### config.mk
export PLATFORM = sky130hd
export DESIGN_NAME = bridged_atm_frame_deframer_flat
export DESIGN_NICKNAME = d
export VERILOG_FILES = /design/src/bafd_pkg.sv /design/src/bafd_in_if.sv /design/src/bafd_out_if.sv /design/src/bafd_cfg_regs.sv /design/src/bafd_frame_state.sv /design/src/bridged_atm_frame_deframer.sv /design/src/flat_wrapper.sv
export SDC_FILE = /design/constraint.sdc
export NUM_CORES = 1
export LEC_CHECK = 0
export ABC_AREA = 0
export ABC_CLOCK_PERIOD_IN_PS = 8300
export BUFFER_PORTS_ARGS = -buffer_cell sky130_fd_sc_hd__buf_2
export CAP_MARGIN = 20
export CELL_PAD_IN_SITES_DETAIL_PLACEMENT = 1
export CELL_PAD_IN_SITES_GLOBAL_PLACEMENT = 1
export CORE_AREA = 3 3 132 134
export CTS_CLUSTER_DIAMETER = 50
export DETAILED_ROUTE_END_ITERATION = 10
export DIE_AREA = 0 0 135 137
export GPL_ROUTABILITY_DRIVEN = 0
export PLACE_DENSITY = 0.91
export SLEW_MARGIN = 20
export SYNTH_ARGS = -nofsm -noshare
export SYNTH_HDL_FRONTEND = slang
export SYNTH_HIERARCHICAL = 1
export SYNTH_SLANG_ARGS = --single-unit
### constraint.sdc
create_clock -name i_clk -period 8.3 [get_ports i_clk]
set_clock_uncertainty 0.15 [all_clocks]
set_input_delay 0.83 -clock i_clk [delete_from_list [all_inputs] [get_ports i_clk]]
set_output_delay 0.83 -clock i_clk [all_outputs]
set_load 0.02 [all_outputs]
### src/bafd_pkg.sv
// ----------------------------------------------------------------------------
// bafd_pkg
// Shared types, constants and the LLC header table for the bridged ATM
// frame deframer.
// ----------------------------------------------------------------------------
package bafd_pkg;

    localparam int unsigned BYTE_W     = 8;
    localparam int unsigned ADDR_W     = 32;
    localparam int unsigned TYPE_W     = 16;
    localparam int unsigned POS_W      = 8;
    localparam int unsigned STATUS_W   = 3;
    localparam int unsigned CFG_IDX_W  = 2;
    localparam int unsigned CFG_DATA_W = 32;

    typedef logic [STATUS_W-1:0]  t_status;
    typedef logic [CFG_IDX_W-1:0] t_cfg_index;

    localparam t_status STATUS_ACCEPTED   = 3'd0;
    localparam t_status STATUS_BAD_HEADER = 3'd1;
    localparam t_status STATUS_TOO_SHORT  = 3'd2;
    localparam t_status STATUS_FILTERED   = 3'd3;
    localparam t_status STATUS_LINK_DOWN  = 3'd4;

    localparam t_cfg_index CFG_LLC_MODE      = 2'd0;
    localparam t_cfg_index CFG_FILTER_MASK   = 2'd1;
    localparam t_cfg_index CFG_FILTER_PREFIX = 2'd2;
    localparam t_cfg_index CFG_LINK_UP       = 2'd3;

    localparam logic [POS_W-1:0] LLC_HDR_LEN   = 8'd10;
    localparam logic [POS_W-1:0] VC_HDR_LEN    = 8'd2;
    localparam logic [POS_W-1:0] LLC_CHECK_LEN = 8'd7;
    localparam logic [POS_W-1:0] ETH_HDR_LEN   = 8'd14;
    localparam logic [POS_W-1:0] OFF_TYPE_HI   = 8'd12;
    localparam logic [POS_W-1:0] OFF_TYPE_LO   = 8'd13;
    localparam logic [POS_W-1:0] OFF_IP_FIRST  = 8'd30;
    localparam logic [POS_W-1:0] OFF_IP_LAST   = 8'd33;
    localparam logic [POS_W-1:0] ADDR_DONE_LEN = 8'd34;
    localparam logic [POS_W-1:0] POS_MAX       = 8'hFF;

    localparam logic [TYPE_W-1:0] TYPE_IPV4 = 16'h0800;
    localparam logic [TYPE_W-1:0] TYPE_ARP  = 16'h0806;

    typedef struct packed {
        logic              llc_mode;
        logic [ADDR_W-1:0] filter_mask;
        logic [ADDR_W-1:0] filter_prefix;
        logic              link_up;
    } t_cfg;

    typedef struct packed {
        logic [BYTE_W-1:0] pdu_byte;
        logic              pdu_last;
    } t_item;

    typedef struct packed {
        logic [BYTE_W-1:0] frame_byte;
        logic              byte_valid;
        logic              frame_end;
        t_status           frame_status;
    } t_result;

    // LLC/SNAP bridged header: AA AA 03 00 80 C2 00
    function automatic logic [BYTE_W-1:0] llc_expect(input logic [2:0] idx);
        logic [BYTE_W-1:0] val;
        case (idx)
            3'd0:    val = 8'hAA;
            3'd1:    val = 8'hAA;
            3'd2:    val = 8'h03;
            3'd3:    val = 8'h00;
            3'd4:    val = 8'h80;
            3'd5:    val = 8'hC2;
            3'd6:    val = 8'h00;
            default: val = 8'h00;
        endcase
        return val;
    endfunction

endpackage

### src/bafd_in_if.sv
// ----------------------------------------------------------------------------
// bafd_in_if
// PDU byte stream channel: valid/ready with one byte and a last flag.
// ----------------------------------------------------------------------------
interface bafd_in_if;
    logic                         valid;
    logic                         ready;
    logic [bafd_pkg::BYTE_W-1:0]  pdu_byte;
    logic                         pdu_last;

    modport source (output valid, output pdu_byte, output pdu_last, input ready);
    modport sink   (input valid, input pdu_byte, input pdu_last, output ready);
endinterface

### src/bafd_out_if.sv
// ----------------------------------------------------------------------------
// bafd_out_if
// Ethernet frame byte channel: valid/ready with byte, flags and end status.
// ----------------------------------------------------------------------------
interface bafd_out_if;
    logic                          valid;
    logic                          ready;
    logic [bafd_pkg::BYTE_W-1:0]   frame_byte;
    logic                          byte_valid;
    logic                          frame_end;
    logic [bafd_pkg::STATUS_W-1:0] frame_status;

    modport source (output valid, output frame_byte, output byte_valid,
                    output frame_end, output frame_status, input ready);
    modport sink   (input valid, input frame_byte, input byte_valid,
                    input frame_end, input frame_status, output ready);
endinterface

### src/bafd_cfg_regs.sv
// ----------------------------------------------------------------------------
// bafd_cfg_regs
// Configuration register file: mode, IPv4 filter mask/prefix and link state.
// ----------------------------------------------------------------------------
module bafd_cfg_regs (
    input  logic                                i_clk,
    input  logic                                i_rst_n,
    input  logic                                i_cfg_wr_en,
    input  bafd_pkg::t_cfg_index                i_cfg_index,
    input  logic [bafd_pkg::CFG_DATA_W-1:0]     i_cfg_data,
    output bafd_pkg::t_cfg                      o_cfg
);

    bafd_pkg::t_cfg r_cfg;
    bafd_pkg::t_cfg n_cfg;

    always_comb begin
        n_cfg = r_cfg;
        if (i_cfg_wr_en) begin
            case (i_cfg_index)
                bafd_pkg::CFG_LLC_MODE:      n_cfg.llc_mode      = i_cfg_data[0];
                bafd_pkg::CFG_FILTER_MASK:   n_cfg.filter_mask   = i_cfg_data;
                bafd_pkg::CFG_FILTER_PREFIX: n_cfg.filter_prefix = i_cfg_data;
                bafd_pkg::CFG_LINK_UP:       n_cfg.link_up       = i_cfg_data[0];
                default:                     n_cfg = r_cfg;
            endcase
        end
    end

    always_ff @(posedge i_clk) begin
        if (!i_rst_n) begin
            r_cfg.llc_mode      <= 1'b1;
            r_cfg.filter_mask   <= '0;
            r_cfg.filter_prefix <= '0;
            r_cfg.link_up       <= 1'b0;
        end else begin
            r_cfg <= n_cfg;
        end
    end

    assign o_cfg = r_cfg;

endmodule

### src/bafd_frame_state.sv
// ----------------------------------------------------------------------------
// bafd_frame_state
// Per-PDU tracking: byte position, header check, EtherType and IPv4
// destination capture, and the end-of-frame status decision.
// ----------------------------------------------------------------------------
module bafd_frame_state (
    input  logic              i_clk,
    input  logic              i_rst_n,
    input  bafd_pkg::t_cfg    i_cfg,
    input  logic              i_step,
    input  bafd_pkg::t_item   i_item,
    output logic              o_has_result,
    output bafd_pkg::t_result o_result
);

    logic [bafd_pkg::POS_W-1:0]  r_pos,   n_pos;
    logic                        r_hgood, n_hgood;
    logic [bafd_pkg::TYPE_W-1:0] r_etype, n_etype;
    logic [bafd_pkg::ADDR_W-1:0] r_ipdst, n_ipdst;

    logic [bafd_pkg::POS_W-1:0]  hlen;
    logic [bafd_pkg::POS_W-1:0]  off;
    logic [bafd_pkg::POS_W-1:0]  pos_inc;
    logic                        payload;
    logic                        hdr_fail;
    logic                        hgood_upd;
    logic                        addr_done;
    logic                        pass;
    logic [bafd_pkg::TYPE_W-1:0] etype_upd;
    logic [bafd_pkg::ADDR_W-1:0] ipdst_upd;
    bafd_pkg::t_status           status;

    always_comb begin
        hlen    = i_cfg.llc_mode ? bafd_pkg::LLC_HDR_LEN : bafd_pkg::VC_HDR_LEN;
        payload = (r_pos >= hlen);
        off     = r_pos - hlen;

        if (i_cfg.llc_mode) begin
            hdr_fail = (r_pos < bafd_pkg::LLC_CHECK_LEN) &&
                       (i_item.pdu_byte != bafd_pkg::llc_expect(r_pos[2:0]));
        end else begin
            hdr_fail = (r_pos < bafd_pkg::VC_HDR_LEN) && (i_item.pdu_byte != 8'h00);
        end
        hgood_upd = r_hgood && !hdr_fail;

        etype_upd = r_etype;
        if (payload && (off == bafd_pkg::OFF_TYPE_HI || off == bafd_pkg::OFF_TYPE_LO)) begin
            etype_upd = {r_etype[bafd_pkg::TYPE_W-bafd_pkg::BYTE_W-1:0], i_item.pdu_byte};
        end
        ipdst_upd = r_ipdst;
        if (payload && (off >= bafd_pkg::OFF_IP_FIRST) && (off <= bafd_pkg::OFF_IP_LAST)) begin
            ipdst_upd = {r_ipdst[bafd_pkg::ADDR_W-bafd_pkg::BYTE_W-1:0], i_item.pdu_byte};
        end

        pos_inc   = (r_pos == bafd_pkg::POS_MAX) ? r_pos : r_pos + 8'd1;
        // pos_inc is the PDU length when this is the last byte
        addr_done = (pos_inc >= hlen + bafd_pkg::ADDR_DONE_LEN);

        if (i_cfg.filter_mask == '0) begin
            pass = 1'b1;
        end else if (etype_upd == bafd_pkg::TYPE_IPV4 && addr_done &&
                     (ipdst_upd & i_cfg.filter_mask) == i_cfg.filter_prefix) begin
            pass = 1'b1;
        end else begin
            pass = (etype_upd == bafd_pkg::TYPE_ARP);
        end

        if (!hgood_upd) begin
            status = bafd_pkg::STATUS_BAD_HEADER;
        end else if (pos_inc < hlen + bafd_pkg::ETH_HDR_LEN) begin
            status = bafd_pkg::STATUS_TOO_SHORT;
        end else if (!pass) begin
            status = bafd_pkg::STATUS_FILTERED;
        end else if (!i_cfg.link_up) begin
            status = bafd_pkg::STATUS_LINK_DOWN;
        end else begin
            status = bafd_pkg::STATUS_ACCEPTED;
        end

        n_pos   = r_pos;
        n_hgood = r_hgood;
        n_etype = r_etype;
        n_ipdst = r_ipdst;
        if (i_step) begin
            if (i_item.pdu_last) begin
                n_pos   = '0;
                n_hgood = 1'b1;
                n_etype = '0;
                n_ipdst = '0;
            end else begin
                n_pos   = pos_inc;
                n_hgood = hgood_upd;
                n_etype = etype_upd;
                n_ipdst = ipdst_upd;
            end
        end

        o_has_result          = i_item.pdu_last || payload;
        o_result.frame_byte   = payload ? i_item.pdu_byte : 8'h00;
        o_result.byte_valid   = payload;
        o_result.frame_end    = i_item.pdu_last;
        o_result.frame_status = i_item.pdu_last ? status : bafd_pkg::STATUS_ACCEPTED;
    end

    always_ff @(posedge i_clk) begin
        if (!i_rst_n) begin
            r_pos   <= '0;
            r_hgood <= 1'b1;
            r_etype <= '0;
            r_ipdst <= '0;
        end else begin
            r_pos   <= n_pos;
            r_hgood <= n_hgood;
            r_etype <= n_etype;
            r_ipdst <= n_ipdst;
        end
    end

    a_clear_after_last: assert property (@(posedge i_clk) disable iff (!i_rst_n)
        i_step && i_item.pdu_last |=> r_pos == '0 && r_hgood && r_etype == '0)
        else $error("frame state not cleared after last byte");

    a_pos_advance: assert property (@(posedge i_clk) disable iff (!i_rst_n)
        i_step && !i_item.pdu_last && r_pos != bafd_pkg::POS_MAX
        |=> r_pos == 8'($past(r_pos) + 8'd1))
        else $error("byte position did not advance");

endmodule

### src/bridged_atm_frame_deframer.sv
// ----------------------------------------------------------------------------
// bridged_atm_frame_deframer
// Bridged Ethernet decapsulation of AAL5 PDUs (LLC/SNAP or VC-mux), with
// header check, IPv4 destination filter and end-of-frame status.
// ----------------------------------------------------------------------------
// One PDU byte is taken per clock while the output is not stalled. Each
// transfer lands in an input register; when the output register is free the
// frame-state logic checks the header byte, shifts in the EtherType/IPv4
// destination and, on the last byte, decides the status, and the result is
// written to the output register. Header bytes other than the last byte give
// no result. The frame state is updated once per byte; a stalled output holds
// the input side only once both registers are full. Configuration is taken
// through a plain write port and should be changed only between PDUs.
// ----------------------------------------------------------------------------
module bridged_atm_frame_deframer (
    input  logic                            i_clk,
    input  logic                            i_rst_n,
    input  logic                            i_cfg_wr_en,
    input  bafd_pkg::t_cfg_index            i_cfg_index,
    input  logic [bafd_pkg::CFG_DATA_W-1:0] i_cfg_data,
    bafd_in_if.sink                         i_pdu,
    bafd_out_if.source                      o_frame
);

    bafd_pkg::t_cfg    cfg;
    bafd_pkg::t_item   in_item;
    bafd_pkg::t_result step_result;
    logic              step_has_result;

    logic              r_in_valid, n_in_valid;
    bafd_pkg::t_item   r_in;
    logic              r_out_valid, n_out_valid;
    bafd_pkg::t_result r_out;

    logic              out_free;
    logic              advance;
    logic              in_ready;

    bafd_cfg_regs u_cfg_regs (
        .i_clk       (i_clk),
        .i_rst_n     (i_rst_n),
        .i_cfg_wr_en (i_cfg_wr_en),
        .i_cfg_index (i_cfg_index),
        .i_cfg_data  (i_cfg_data),
        .o_cfg       (cfg)
    );

    bafd_frame_state u_frame_state (
        .i_clk        (i_clk),
        .i_rst_n      (i_rst_n),
        .i_cfg        (cfg),
        .i_step       (advance),
        .i_item       (r_in),
        .o_has_result (step_has_result),
        .o_result     (step_result)
    );

    assign in_item.pdu_byte = i_pdu.pdu_byte;
    assign in_item.pdu_last = i_pdu.pdu_last;

    assign out_free = !r_out_valid || o_frame.ready;
    assign advance  = r_in_valid && out_free;
    assign in_ready = !r_in_valid || advance;

    always_comb begin
        n_in_valid  = r_in_valid;
        n_out_valid = r_out_valid;
        if (in_ready) begin
            n_in_valid = i_pdu.valid;
        end
        if (out_free) begin
            n_out_valid = advance && step_has_result;
        end
    end

    always_ff @(posedge i_clk) begin
        if (!i_rst_n) begin
            r_in_valid  <= 1'b0;
            r_out_valid <= 1'b0;
        end else begin
            r_in_valid  <= n_in_valid;
            r_out_valid <= n_out_valid;
        end
    end

    always_ff @(posedge i_clk) begin
        if (i_pdu.valid && in_ready) begin
            r_in <= in_item;
        end
        if (advance && step_has_result) begin
            r_out <= step_result;
        end
    end

    assign i_pdu.ready          = in_ready;
    assign o_frame.valid        = r_out_valid;
    assign o_frame.frame_byte   = r_out.frame_byte;
    assign o_frame.byte_valid   = r_out.byte_valid;
    assign o_frame.frame_end    = r_out.frame_end;
    assign o_frame.frame_status = r_out.frame_status;

    a_result_kind: assert property (@(posedge i_clk) disable iff (!i_rst_n)
        r_out_valid |-> r_out.byte_valid || r_out.frame_end)
        else $error("result carries neither a byte nor a frame end");

    a_status_only_at_end: assert property (@(posedge i_clk) disable iff (!i_rst_n)
        r_out_valid && !r_out.frame_end |-> r_out.frame_status == bafd_pkg::STATUS_ACCEPTED)
        else $error("status given on a result that is not a frame end");

    a_no_step_when_blocked: assert property (@(posedge i_clk) disable iff (!i_rst_n)
        r_out_valid && !o_frame.ready |-> !advance)
        else $error("frame state stepped while the output is blocked");

endmodule
### src/flat_wrapper.sv
// flat-port wrapper written by rule: the top's interface ports become plain ports
module bridged_atm_frame_deframer_flat 
  (i_clk, i_rst_n, i_cfg_wr_en, i_cfg_index, i_cfg_data, i_pdu_valid, i_pdu_pdu_byte, i_pdu_pdu_last, i_pdu_ready, o_frame_valid, o_frame_frame_byte, o_frame_byte_valid, o_frame_frame_end, o_frame_frame_status, o_frame_ready);
  bafd_in_if i_pdu_i ();
  bafd_out_if o_frame_i ();
  input  logic i_clk;
  input  logic i_rst_n;
  input  logic i_cfg_wr_en;
  input  bafd_pkg::t_cfg_index i_cfg_index;
  input  logic [bafd_pkg::CFG_DATA_W-1:0] i_cfg_data;
  input wire logic [$bits(i_pdu_i.valid)-1:0] i_pdu_valid;
  input wire logic [$bits(i_pdu_i.pdu_byte)-1:0] i_pdu_pdu_byte;
  input wire logic [$bits(i_pdu_i.pdu_last)-1:0] i_pdu_pdu_last;
  output wire logic [$bits(i_pdu_i.ready)-1:0] i_pdu_ready;
  output wire logic [$bits(o_frame_i.valid)-1:0] o_frame_valid;
  output wire logic [$bits(o_frame_i.frame_byte)-1:0] o_frame_frame_byte;
  output wire logic [$bits(o_frame_i.byte_valid)-1:0] o_frame_byte_valid;
  output wire logic [$bits(o_frame_i.frame_end)-1:0] o_frame_frame_end;
  output wire logic [$bits(o_frame_i.frame_status)-1:0] o_frame_frame_status;
  input wire logic [$bits(o_frame_i.ready)-1:0] o_frame_ready;
  assign i_pdu_i.valid = i_pdu_valid;
  assign i_pdu_i.pdu_byte = i_pdu_pdu_byte;
  assign i_pdu_i.pdu_last = i_pdu_pdu_last;
  assign i_pdu_ready = i_pdu_i.ready;
  assign o_frame_valid = o_frame_i.valid;
  assign o_frame_frame_byte = o_frame_i.frame_byte;
  assign o_frame_byte_valid = o_frame_i.byte_valid;
  assign o_frame_frame_end = o_frame_i.frame_end;
  assign o_frame_frame_status = o_frame_i.frame_status;
  assign o_frame_i.ready = o_frame_ready;
  bridged_atm_frame_deframer u_core (.i_clk(i_clk), .i_rst_n(i_rst_n), .i_cfg_wr_en(i_cfg_wr_en), .i_cfg_index(i_cfg_index), .i_cfg_data(i_cfg_data), .i_pdu(i_pdu_i), .o_frame(o_frame_i));
endmodule
==> results of run 1 <==
[final cells by class]
class	instances	area (sq um)
sequential	147	3160
clock inverter	13	103
tap	220	275
inverter	29	109
clock buffer	19	453
multi-input combinational	703	4550
timing repair buffer	70	373
fill	1945	7380
[metrics by stage]
stage	hold WS, ns	power, mW	utilization
global placement	0.295	0.886	0.516
global route	0.352	1.66	0.550
detailed placement	0.311	0.890	0.516
floorplan	0.285	0.846	-
finish	0.316	1.61	0.550
CTS	0.321	1.61	0.550
[flip-flops by register name, indices dropped and copies added, names as in the netlist]
register                      cells
u_core/r_in                       9
u_core/u_frame_state/r_ipdst     32
u_core/u_cfg_regs/o_cfg          66
u_core/o_frame.byte_valid         1
u_core/u_frame_state/r_etype     16
u_core/o_frame.frame_status       3
u_core/o_frame.valid              1
u_core/o_frame.frame_end          1
u_core/o_frame.frame_byte         8
u_core/r_in_valid                 1
u_core/u_frame_state/r_pos        8
u_core/u_frame_state/r_hgood      1
[power groups by stage]
stage               sequential, mW  clock, mW  combinational, mW
floorplan                    0.769          0             0.0773
global placement             0.780          0              0.106
detailed placement           0.781          0              0.109
CTS                          0.766      0.738              0.111
global route                 0.768      0.769              0.122
finish                       0.767      0.727              0.113
[per-layer routing]
layer  vias to the layer above  GRT usage  part of all wire
li1                       3502          -                 -
met1                      3859      0.389              0.40
met2                       448      0.489              0.46
met3                       113     0.0658             0.090
met4                         0      0.142             0.044
met5                         -          0                 0
[worst max path at each step]
stage                                       start                             end  cells past startpoint
floorplan           u_core/u_frame_state/r_pos[2]  u_core/o_frame.frame_status[2]                     14
global placement    u_core/u_frame_state/r_pos[2]  u_core/o_frame.frame_status[2]                     13
detailed placement  u_core/u_frame_state/r_pos[2]  u_core/o_frame.frame_status[1]                     13
CTS                 u_core/u_frame_state/r_pos[2]  u_core/o_frame.frame_status[2]                     12
global route        u_core/u_frame_state/r_pos[2]  u_core/o_frame.frame_status[2]                     13
finish              u_core/u_frame_state/r_pos[2]  u_core/o_frame.frame_status[1]                     13
[cell usage in the layout (no fill, tap or decap), types with 29 or more instances in the layout]
cell type and instances:
a22oi_1 49, buf_2 61, dfxtp_1 125, inv_1 29, mux2i_1 75, nand2_1 140
nand3_1 44, nor2b_1 52, o211ai_1 29, o21ai_0 36
[cells by family (layout without fill, tap and decap cells)]
group | after synthesis | in the layout | synth area share
AO/OA/AOI/OAI | 206 | 206 | 0.180
XOR/XNOR | 3 | 3 | 0.00322
adder cells (fa/ha/maj) | 10 | 10 | 0.0153
buffers and inverters | 90 | 131 | 0.0563
flip-flops | 147 | 147 | 0.388
multiplexers | 75 | 75 | 0.0921
AND/OR/NAND/NOR | 409 | 409 | 0.265
[critical path, delay by kind of cell (launching register included)]
| kind | cells | cell delay (ns) |
|---|---|---|
| DFF | 1 | 0.66 |
| adders and majority gates | 1 | 0.30 |
| AOI/OAI and AO/OA | 3 | 0.45 |
| xor gates and xnor gates | 1 | 0.17 |
| and+or+nand+nor | 5 | 1.99 |
| muxes | 1 | 0.24 |
| buffers and inverters | 2 | 0.53 |
==> impl_results.md, run 1 <==
* Run status: complete, no violations
* Worst setup SP type: flop
* DRC at 0
* Number of vias in the routed layout at roughly 7900
* Worst Path Required at a little over 8 ns
* Number of synthesized flops with an enable pin at 22
* RSZ-0062 raised after global routing: false
* Post-CTS Hold Buffers at 0
* Pre-CTS setup slack at around 3.7 ns
* Sw Share at 0.263
* Min-delay worst type: reg -> reg
* Syn Nets at approximately 1000
* Share of Yosys cell area claimed by the top area cell type at 0.307
* Worst R2R Setup Slack at 3.53 ns
* Fmax at roughly 0.21 GHz
* Mapped Avg Cell Area at just under 9 sq um
* Port bufs at 62
* Slew @ Worst Pin at roughly 1 ns
* Die Footprint at 18500 sq um
* Final worst setup slack at 3.53 ns
* Routed WL at 27.8 mm
* First-pass GRT wire length at 43.9 mm
* Clock Latency Late Sink at 0.44 ns
* Syn. warnings at 6
* FP Rows at 47
* Routed vias/inst at between 6 and 7
* Share of synthesized registers carrying an async set or reset at 0
* End of the worst register-to-register path: u_core/o_frame.frame_status[1]
* Setup TNS Final at 0 ns
* Largest net degree at the start of global routing at roughly 100
* Combinational share of power at 0.070
* Critical path class: reg -> reg
* Core Region at between 15000 and 20000 sq um
* Crit path time final at 4.77 ns
* Hold path depth at 2
* CTS root buf: clkbuf_16
* Top cells by area, synth: dfxtp_1, mux2i_1, edfxtp_1
* Slew Viols, Final at 0
* DP Area at 8460 sq um
* Worst-path maximum fanout at 25
* Violation count after the first detailed-route iteration at 920
* GRT Util Overall at 0.303
* Slowest CP cell: dfxtp_1
* Max_cap viols at 0
* Worst hold path endpoint: u_core/u_cfg_regs/o_cfg[2]
* Most common cell in the netlist: nand2_1
* Internal cell power at between 1 and 1.5 mW
* Final Hold Violating Endpoints at 0
* CTS resizes at 0
* CTS Sinks at about 150
* Clk pwr share at 0.452
* Post-Layout Cell Count at around 1200
* Relative slew slack at 0.316
* Width of the die at between 100 and 150 um
* Power per Cell Area at around 180 nW/um^2
* ANT nets after route at 0
* CTS tree: built
* Reg-to-reg critical path startpoint: u_core/u_frame_state/r_pos[2]
* CTS max path bufs at 2
* Final Cycle Share at 0.574
* Vias in the first global route at about 8000
* Synth top cells by count: nand2_1, dfxtp_1, mux2i_1, nor2b_1, a22oi_1
* Worst IR Drop VDD at about 0.18 mV
* Antenna violations before repair at 0
* # setup viols final at 0
* Post-DP HPWL at between 15 and 20 mm
* Top_reg_cell synth: dfxtp_1
* Mapped cell area at approximately 8200 sq um
* Worst Reg-to-Reg Cells at 13
* H-tree level count at 4
* Final #Nets at between 1000 and 1500
* Boundary pin count at 63
* Clock Pin Slew Worst Setup and Hold Paths at roughly 0.07 ns
* WL per Instance at around 23 um
* # diodes at 0
* Total CTS buffers at 17
* Post-Syn Instances at 940
* Postcts setup bufs at 0
* Share of layout cells above drive strength 1 at 0.121
* Die H at roughly 140 um
* Drt first pass iters at 6
* Initial Util at 0.497
* Inst Count DP at between 1000 and 1500
* Post-synth cell types at 70
* Hold_sp: u_core/u_cfg_regs/o_cfg[2]
* Post-route cell area at 9020 sq um
* Critical Path AT at about 4.8 ns
* Critical Path, Cell by Cell: inv_1, ha_1, xor2_1, or4_1, nand3b_1, o21ai_2, buf_4, mux2i_1, o211ai_1, nor4_1, nand4_1, nor4_1, a2111oi_1
* #FFs+latches synth at roughly 150
* Net Switching at approximately 0.42 mW
* Total grt overflow at 0
* CP endpoint kind: flop
* LEAKAGE at 3.34 nW
* Seq pwr share at 0.477
* Slowest stage delay, CP at around 0.66 ns
* Area delta synth->final at 10.7%
* Cell mode on critical path: nor4_1
* Yosys top cell by area: dfxtp_1
* Sequential fraction of the synthesis area at 0.388
No activity file was read; power rests on OpenSTA's default activity.
==> inputs of run 2 (changes only) <==
--- a/config.mk
+++ b/config.mk
@@ -6,17 +6,17 @@
 export NUM_CORES = 1
 export LEC_CHECK = 0
 export ABC_AREA = 0
-export ABC_CLOCK_PERIOD_IN_PS = 8300
+export ABC_CLOCK_PERIOD_IN_PS = 4250
 export BUFFER_PORTS_ARGS = -buffer_cell sky130_fd_sc_hd__buf_2
 export CAP_MARGIN = 20
 export CELL_PAD_IN_SITES_DETAIL_PLACEMENT = 1
 export CELL_PAD_IN_SITES_GLOBAL_PLACEMENT = 1
-export CORE_AREA = 3 3 132 134
+export CORE_AREA = 3 3 144 146
 export CTS_CLUSTER_DIAMETER = 50
 export DETAILED_ROUTE_END_ITERATION = 10
-export DIE_AREA = 0 0 135 137
+export DIE_AREA = 0 0 147 149
 export GPL_ROUTABILITY_DRIVEN = 0
-export PLACE_DENSITY = 0.91
+export PLACE_DENSITY = 0.82
 export SLEW_MARGIN = 20
 export SYNTH_ARGS = -nofsm -noshare
 export SYNTH_HDL_FRONTEND = slang
==> constraint.sdc (replaced) <==
create_clock -name i_clk -period 4.25 [get_ports i_clk]
set_clock_uncertainty 0.15 [all_clocks]
set_input_delay 0.425 -clock i_clk [delete_from_list [all_inputs] [get_ports i_clk]]
set_output_delay 0.425 -clock i_clk [all_outputs]
set_load 0.02 [all_outputs]
==> run 2 against run 1 <==
Effect of this change: routed wire length rose by 0.14%; worst setup slack lost 3.4 ns; fmax grew 16%; hold slack worse by 0.30 ns.
==> impl_results.md, run 2 (synthesis gave the netlist of run 1 again) <==
* FP Rows at ~50
* Worst Reg-to-Reg Cells at 13
* Crit path time final at approximately 4 ns
* Total grt overflow at 0
* CTS tree: built
* Critical Path AT at around 4 ns
* Relative slew slack at 0.320
* Core Region at 19500 sq um
* Hold_sp: i_pdu_pdu_byte[0]
* Initial Util at 0.418
* Leading cell type in the layout, fill and taps excluded: nand2_1
* Worst-path maximum fanout at 40
* # setup viols final at 0
* Slew @ Worst Pin at roughly 1.0 ns
* Min-delay worst type: in -> reg
* DP Area at between 8000 and 9000 sq um
* Clock Pin Slew Worst Setup and Hold Paths at 0.07 ns
* Largest net degree at the start of global routing at 100
* Total CTS buffers at 17
* Worst IR Drop VDD at around 0.31 mV
* ANT nets after route at 0
* WL per Instance at 21.9 um
* Area delta synth->final at 14.5%
* Worst Path Required at around 4.2 ns
* Vias in the first global route at between 8000 and 9000
* Number of vias in the routed layout at just under 8000
* LEAKAGE at 3.48 nW
* Slew Viols, Final at 0
* Clock Latency Late Sink at 0.43 ns
* Share of layout cells above drive strength 1 at 0.145
* Post-route cell area at between 9000 and 10000 sq um
* Violation count after the first detailed-route iteration at approximately 840
* CTS max path bufs at 2
* Run status: complete, no violations
* CTS root buf: clkbuf_16
* Power per Cell Area at between 300 and 400 nW/um^2
* Post-Layout Cell Count at around 1300
* Die H at ~150 um
* Pre-CTS setup slack at 0.234 ns
* CTS Sinks at 147
* Die Footprint at around 22000 sq um
* # diodes at 0
* Hold slack at roughly 0.018 ns
* DRC at 0
* Port bufs at between 60 and 70
* Final core utilization at 0.478
* Post-DP HPWL at 19.7 mm
* Final worst setup slack at 0.148 ns
* Fmax at between 0.2 and 0.25 GHz
* Routed WL at 27.8 mm
* Post-CTS Hold Buffers at 0
* Drt first pass iters at 5
* Commonest cells after routing, fill and taps aside: nand2_1, dfxtp_1, mux2i_1, buf_2, nor2b_1
* Width of the die at 147 um
* Hold path depth at 1
* Max_cap viols at 0
* Critical path class: reg -> reg
* Antenna violations before repair at 0
* CP endpoint kind: flop
* Final #Nets at between 1000 and 1500
* First-pass GRT wire length at roughly 44 mm
* Critical Path Source: u_core/u_cfg_regs/o_cfg[65]
* Boundary pin count at 63
* Final Hold Violating Endpoints at 0
* Reg-to-reg critical path startpoint: u_core/u_cfg_regs/o_cfg[65]
* Final Cycle Share at 0.965
* Final Power at between 3 and 4 mW
* Max reg flops at 66
* H-tree level count at 4
* Routed vias/inst at 6.21
* Inst Count DP at between 1000 and 1500
* Setup TNS Final at 0 ns
* Worst setup SP type: flop
* GRT Util Overall at 0.254
## run 2: cell types whose count changed in the layout (fill, tap and decap cells not counted), sizes merged
| cell | change |
|---|---|
| clkinv | -3 |
| clkinvlp | -3 |
| clkbuf | -2 |
| buf | +23 |
| inv | +8 |
## run 2: layout make-up
cell class / count / area [sq um]
Clock buffer: 17 / 425
Clock inverter: 15 / 136
Fill cell: 2377 / 10200
Inverter: 29 / 109
Multi-Input combinational cell: 703 / 4560
Sequential cell: 147 / 3170
Tap cell: 265 / 332
Timing Repair Buffer: 93 / 608
## run 2: worst max-delay path, cell delays in order, from the launching register on
cell and delay, ns:
dfxtp_1 0.40, inv_1 0.10, ha_2 0.39, o21ai_2 0.10, a211o_1 0.34, or3b_4 0.48, o21a_1 0.23, buf_12 0.18
o21ai_0 0.23, o211ai_1 0.20, nor4_1 0.34, nand4_1 0.21, nor4_2 0.35, a2111oi_1 0.10
## run 2: worst paths after layout
kind                                                       end  slack [ns]
worst max-delay path            u_core/o_frame.frame_status[1]        0.15
worst min-delay path                            u_core/r_in[1]        0.02
worst max register to register  u_core/o_frame.frame_status[1]        0.15
worst min register to register     u_core/u_cfg_regs/o_cfg[31]        0.31
## run 2: report_power, final
part           total (mW)  internal (mW)  switching [mW]  leakage (nW)
Combinational       0.236         0.0923           0.143          1.98
Sequential           1.49           1.44          0.0439          1.22
Clock                1.45          0.775           0.677         0.282
## run 2: repair_timing
action | in CTS | in global routing
setup endpoints to repair | 0 | 3
hold endpoints to repair | 0 | 0
setup buffers | 0 | 4
resized for setup | 0 | 6
## run 2: routing by layer
metal | track usage | share of wire
met5 | 0 | 0
met2 | 0.420 | 0.47
met3 | 0.0526 | 0.078
met1 | 0.319 | 0.41
met4 | 0.122 | 0.048
==> inputs of run 3 (changes only) <==
==> constraint.sdc (replaced) <==
create_clock -name i_clk -period 4.25 [get_ports i_clk]
set_clock_uncertainty 0.15 [all_clocks]
set_input_delay 0.85 -clock i_clk [delete_from_list [all_inputs] [get_ports i_clk]]
set_output_delay 0.85 -clock i_clk [all_outputs]
set_load 0.02 [all_outputs]
==> run 3 against run 2 <==
Effect of this change: sequential power hardly changed; hold slack better by 0.29 ns; first-iteration DRC count is 12% lower; largest power group is now the clock network; design area hardly changed; non-clock buffer count is 5 lower; combinational power hardly changed; total power is 2.6% higher; clock-buffer cell count is 4 higher; sequential cell count stayed put; cell count is 0.39% lower.
==> impl_results.md, run 3 (synthesis gave the netlist of run 1 again) <==
* Run status: complete, no violations
* Clock Pin Slew Worst Setup and Hold Paths at approximately 0.070 ns
* Final Cycle Share at 0.970
* Routed WL at approximately 28 mm
* Fmax at between 0.2 and 0.25 GHz
* ANT nets after route at 0
* # diodes at 0
* Total CTS buffers at 17
* Max reg flops at 66
* Final Hold Violating Endpoints at 0
* End of the worst register-to-register path: u_core/o_frame.frame_status[1]
* First-pass GRT wire length at between 40 and 50 mm
* Post-CTS Hold Buffers at 0
* Drt first pass iters at 5
* Crit path time final at 4.12 ns
* CTS max path bufs at 2
* Core Region at roughly 20000 sq um
* Largest net degree at the start of global routing at 94
* Critical path class: reg -> reg
* Width of the die at ~150 um
* Worst R2R Setup Slack at 0.13 ns
* Port bufs at 62
* WL per Instance at around 22 um
* CTS tree: built
* Critical Path Source: u_core/u_cfg_regs/o_cfg[65]
* Critical Path End: u_core/o_frame.frame_status[1]
* Commonest cells after routing, fill and taps aside: nand2_1, dfxtp_1, mux2i_1, buf_2, nor2b_1
* Boundary pin count at 63
* Worst-path maximum fanout at 25
* Slew Viols, Final at 0
* Initial Util at 0.418
* Worst IR Drop VDD at between 0.2 and 0.3 mV
* Max_cap viols at 0
* Final #Nets at roughly 1000
* Power per Cell Area at between 300 and 400 nW/um^2
* Slew @ Worst Pin at between 1 and 1.5 ns
* Routed vias/inst at slightly above 6
* Hold_sp: u_core/u_cfg_regs/o_cfg[28]
* Total grt overflow at 0
* Relative slew slack at 0.301
* DRC at 0
* Min-delay worst type: reg -> reg
* Final core utilization at 0.478
* Number of vias in the routed layout at just under 8000
* CP endpoint kind: flop
* Violation count after the first detailed-route iteration at ~740
* FP Rows at just over 50
* Final worst setup slack at between 0.1 and 0.15 ns
* Die H at about 150 um
* H-tree level count at 4
* Critical Path AT at ~4.1 ns
* # setup viols final at 0
* Reg-to-reg critical path startpoint: u_core/u_cfg_regs/o_cfg[65]
* Die Footprint at about 22000 sq um
* Worst setup SP type: flop
* Worst Path Required at between 4 and 5 ns
* Vias in the first global route at approximately 8000
* Post-DP HPWL at around 20 mm
* Final Power at 3.26 mW
* GRT Util Overall at 0.254
* Share of layout cells above drive strength 1 at 0.140
* LEAKAGE at ~3.5 nW
* Worst Reg-to-Reg Cells at 13
* CTS root buf: clkbuf_16
* Antenna violations before repair at 0
* Area delta synth->final at 14.4%
* Clock Latency Late Sink at roughly 0.43 ns
* Leading cell type in the layout, fill and taps excluded: nand2_1
* CTS Sinks at between 100 and 150
* Pre-CTS setup slack at between 0.2 and 0.25 ns
run 3: per-stage QoR:
step                      TNS [ns]  std cells  hold slack (ns)  area [sq um]
after floorplan                  0        940            0.285          8150
after detailed placement         0       1232            0.306          8700
after CTS                        0       1264            0.313          9300
final                            0       1264            0.308          9330
after global placement           0       1232            0.298          8700
after global routing       -0.0242       1264            0.344          9330
run 3: routing by layer:
metal / vias to the layer above / track usage / share of wire
li1: 3535 / - / -
met1: 3844 / 0.324 / 0.42
met2: 354 / 0.426 / 0.48
met3: 78 / 0.0435 / 0.071
met4: 0 / 0.109 / 0.035
met5: - / 0 / 0
run 3: worst min-delay path by stage:
| stage | endpoint | slack [ns] | cells past startpoint |
|---|---|---|---|
| floorplan | u_core/u_cfg_regs/o_cfg[0] | 0.28 | 2 |
| CTS | u_core/u_cfg_regs/o_cfg[28] | 0.31 | 2 |
| finish | u_core/u_cfg_regs/o_cfg[28] | 0.31 | 2 |
| global route | u_core/u_cfg_regs/o_cfg[28] | 0.34 | 2 |
| detailed placement | u_core/u_cfg_regs/o_cfg[2] | 0.31 | 2 |
| global placement | u_core/u_cfg_regs/o_cfg[25] | 0.30 | 2 |
run 3: layout make-up:
type / instances / area (sq um)
fill: 2350 / 10200
multi-input combinational: 703 / 4570
sequential: 147 / 3160
timing repair buffer: 88 / 558
clock buffer: 21 / 470
tap: 265 / 332
clock inverter: 11 / 126
inverter: 29 / 109
run 3: what timing repair did:
action	in CTS	in global routing
gates resized for setup	0	6
setup endpoints to repair	0	3
setup buffers	0	0
run 3: power by group:
| part | total, mW | leakage [nW] | internal, mW | switching [mW] |
|---|---|---|---|---|
| clock network | 1.53 | 0.290 | 0.914 | 0.619 |
| registers | 1.49 | 1.22 | 1.44 | 0.0442 |
| logic | 0.237 | 1.95 | 0.0930 | 0.144 |
run 3: critical path, stage by stage (launching register included):
cell,delay (ns)
dfxtp_1,0.43
inv_1,0.10
ha_2,0.39
o21ai_2,0.10
a211o_1,0.35
or3b_4,0.47
o21ai_2,0.19
buf_12,0.20
a21boi_1,0.08
o21ai_0,0.55
o21ai_0,0.15
nand4b_1,0.27
nor4_2,0.32
a2111oi_1,0.09
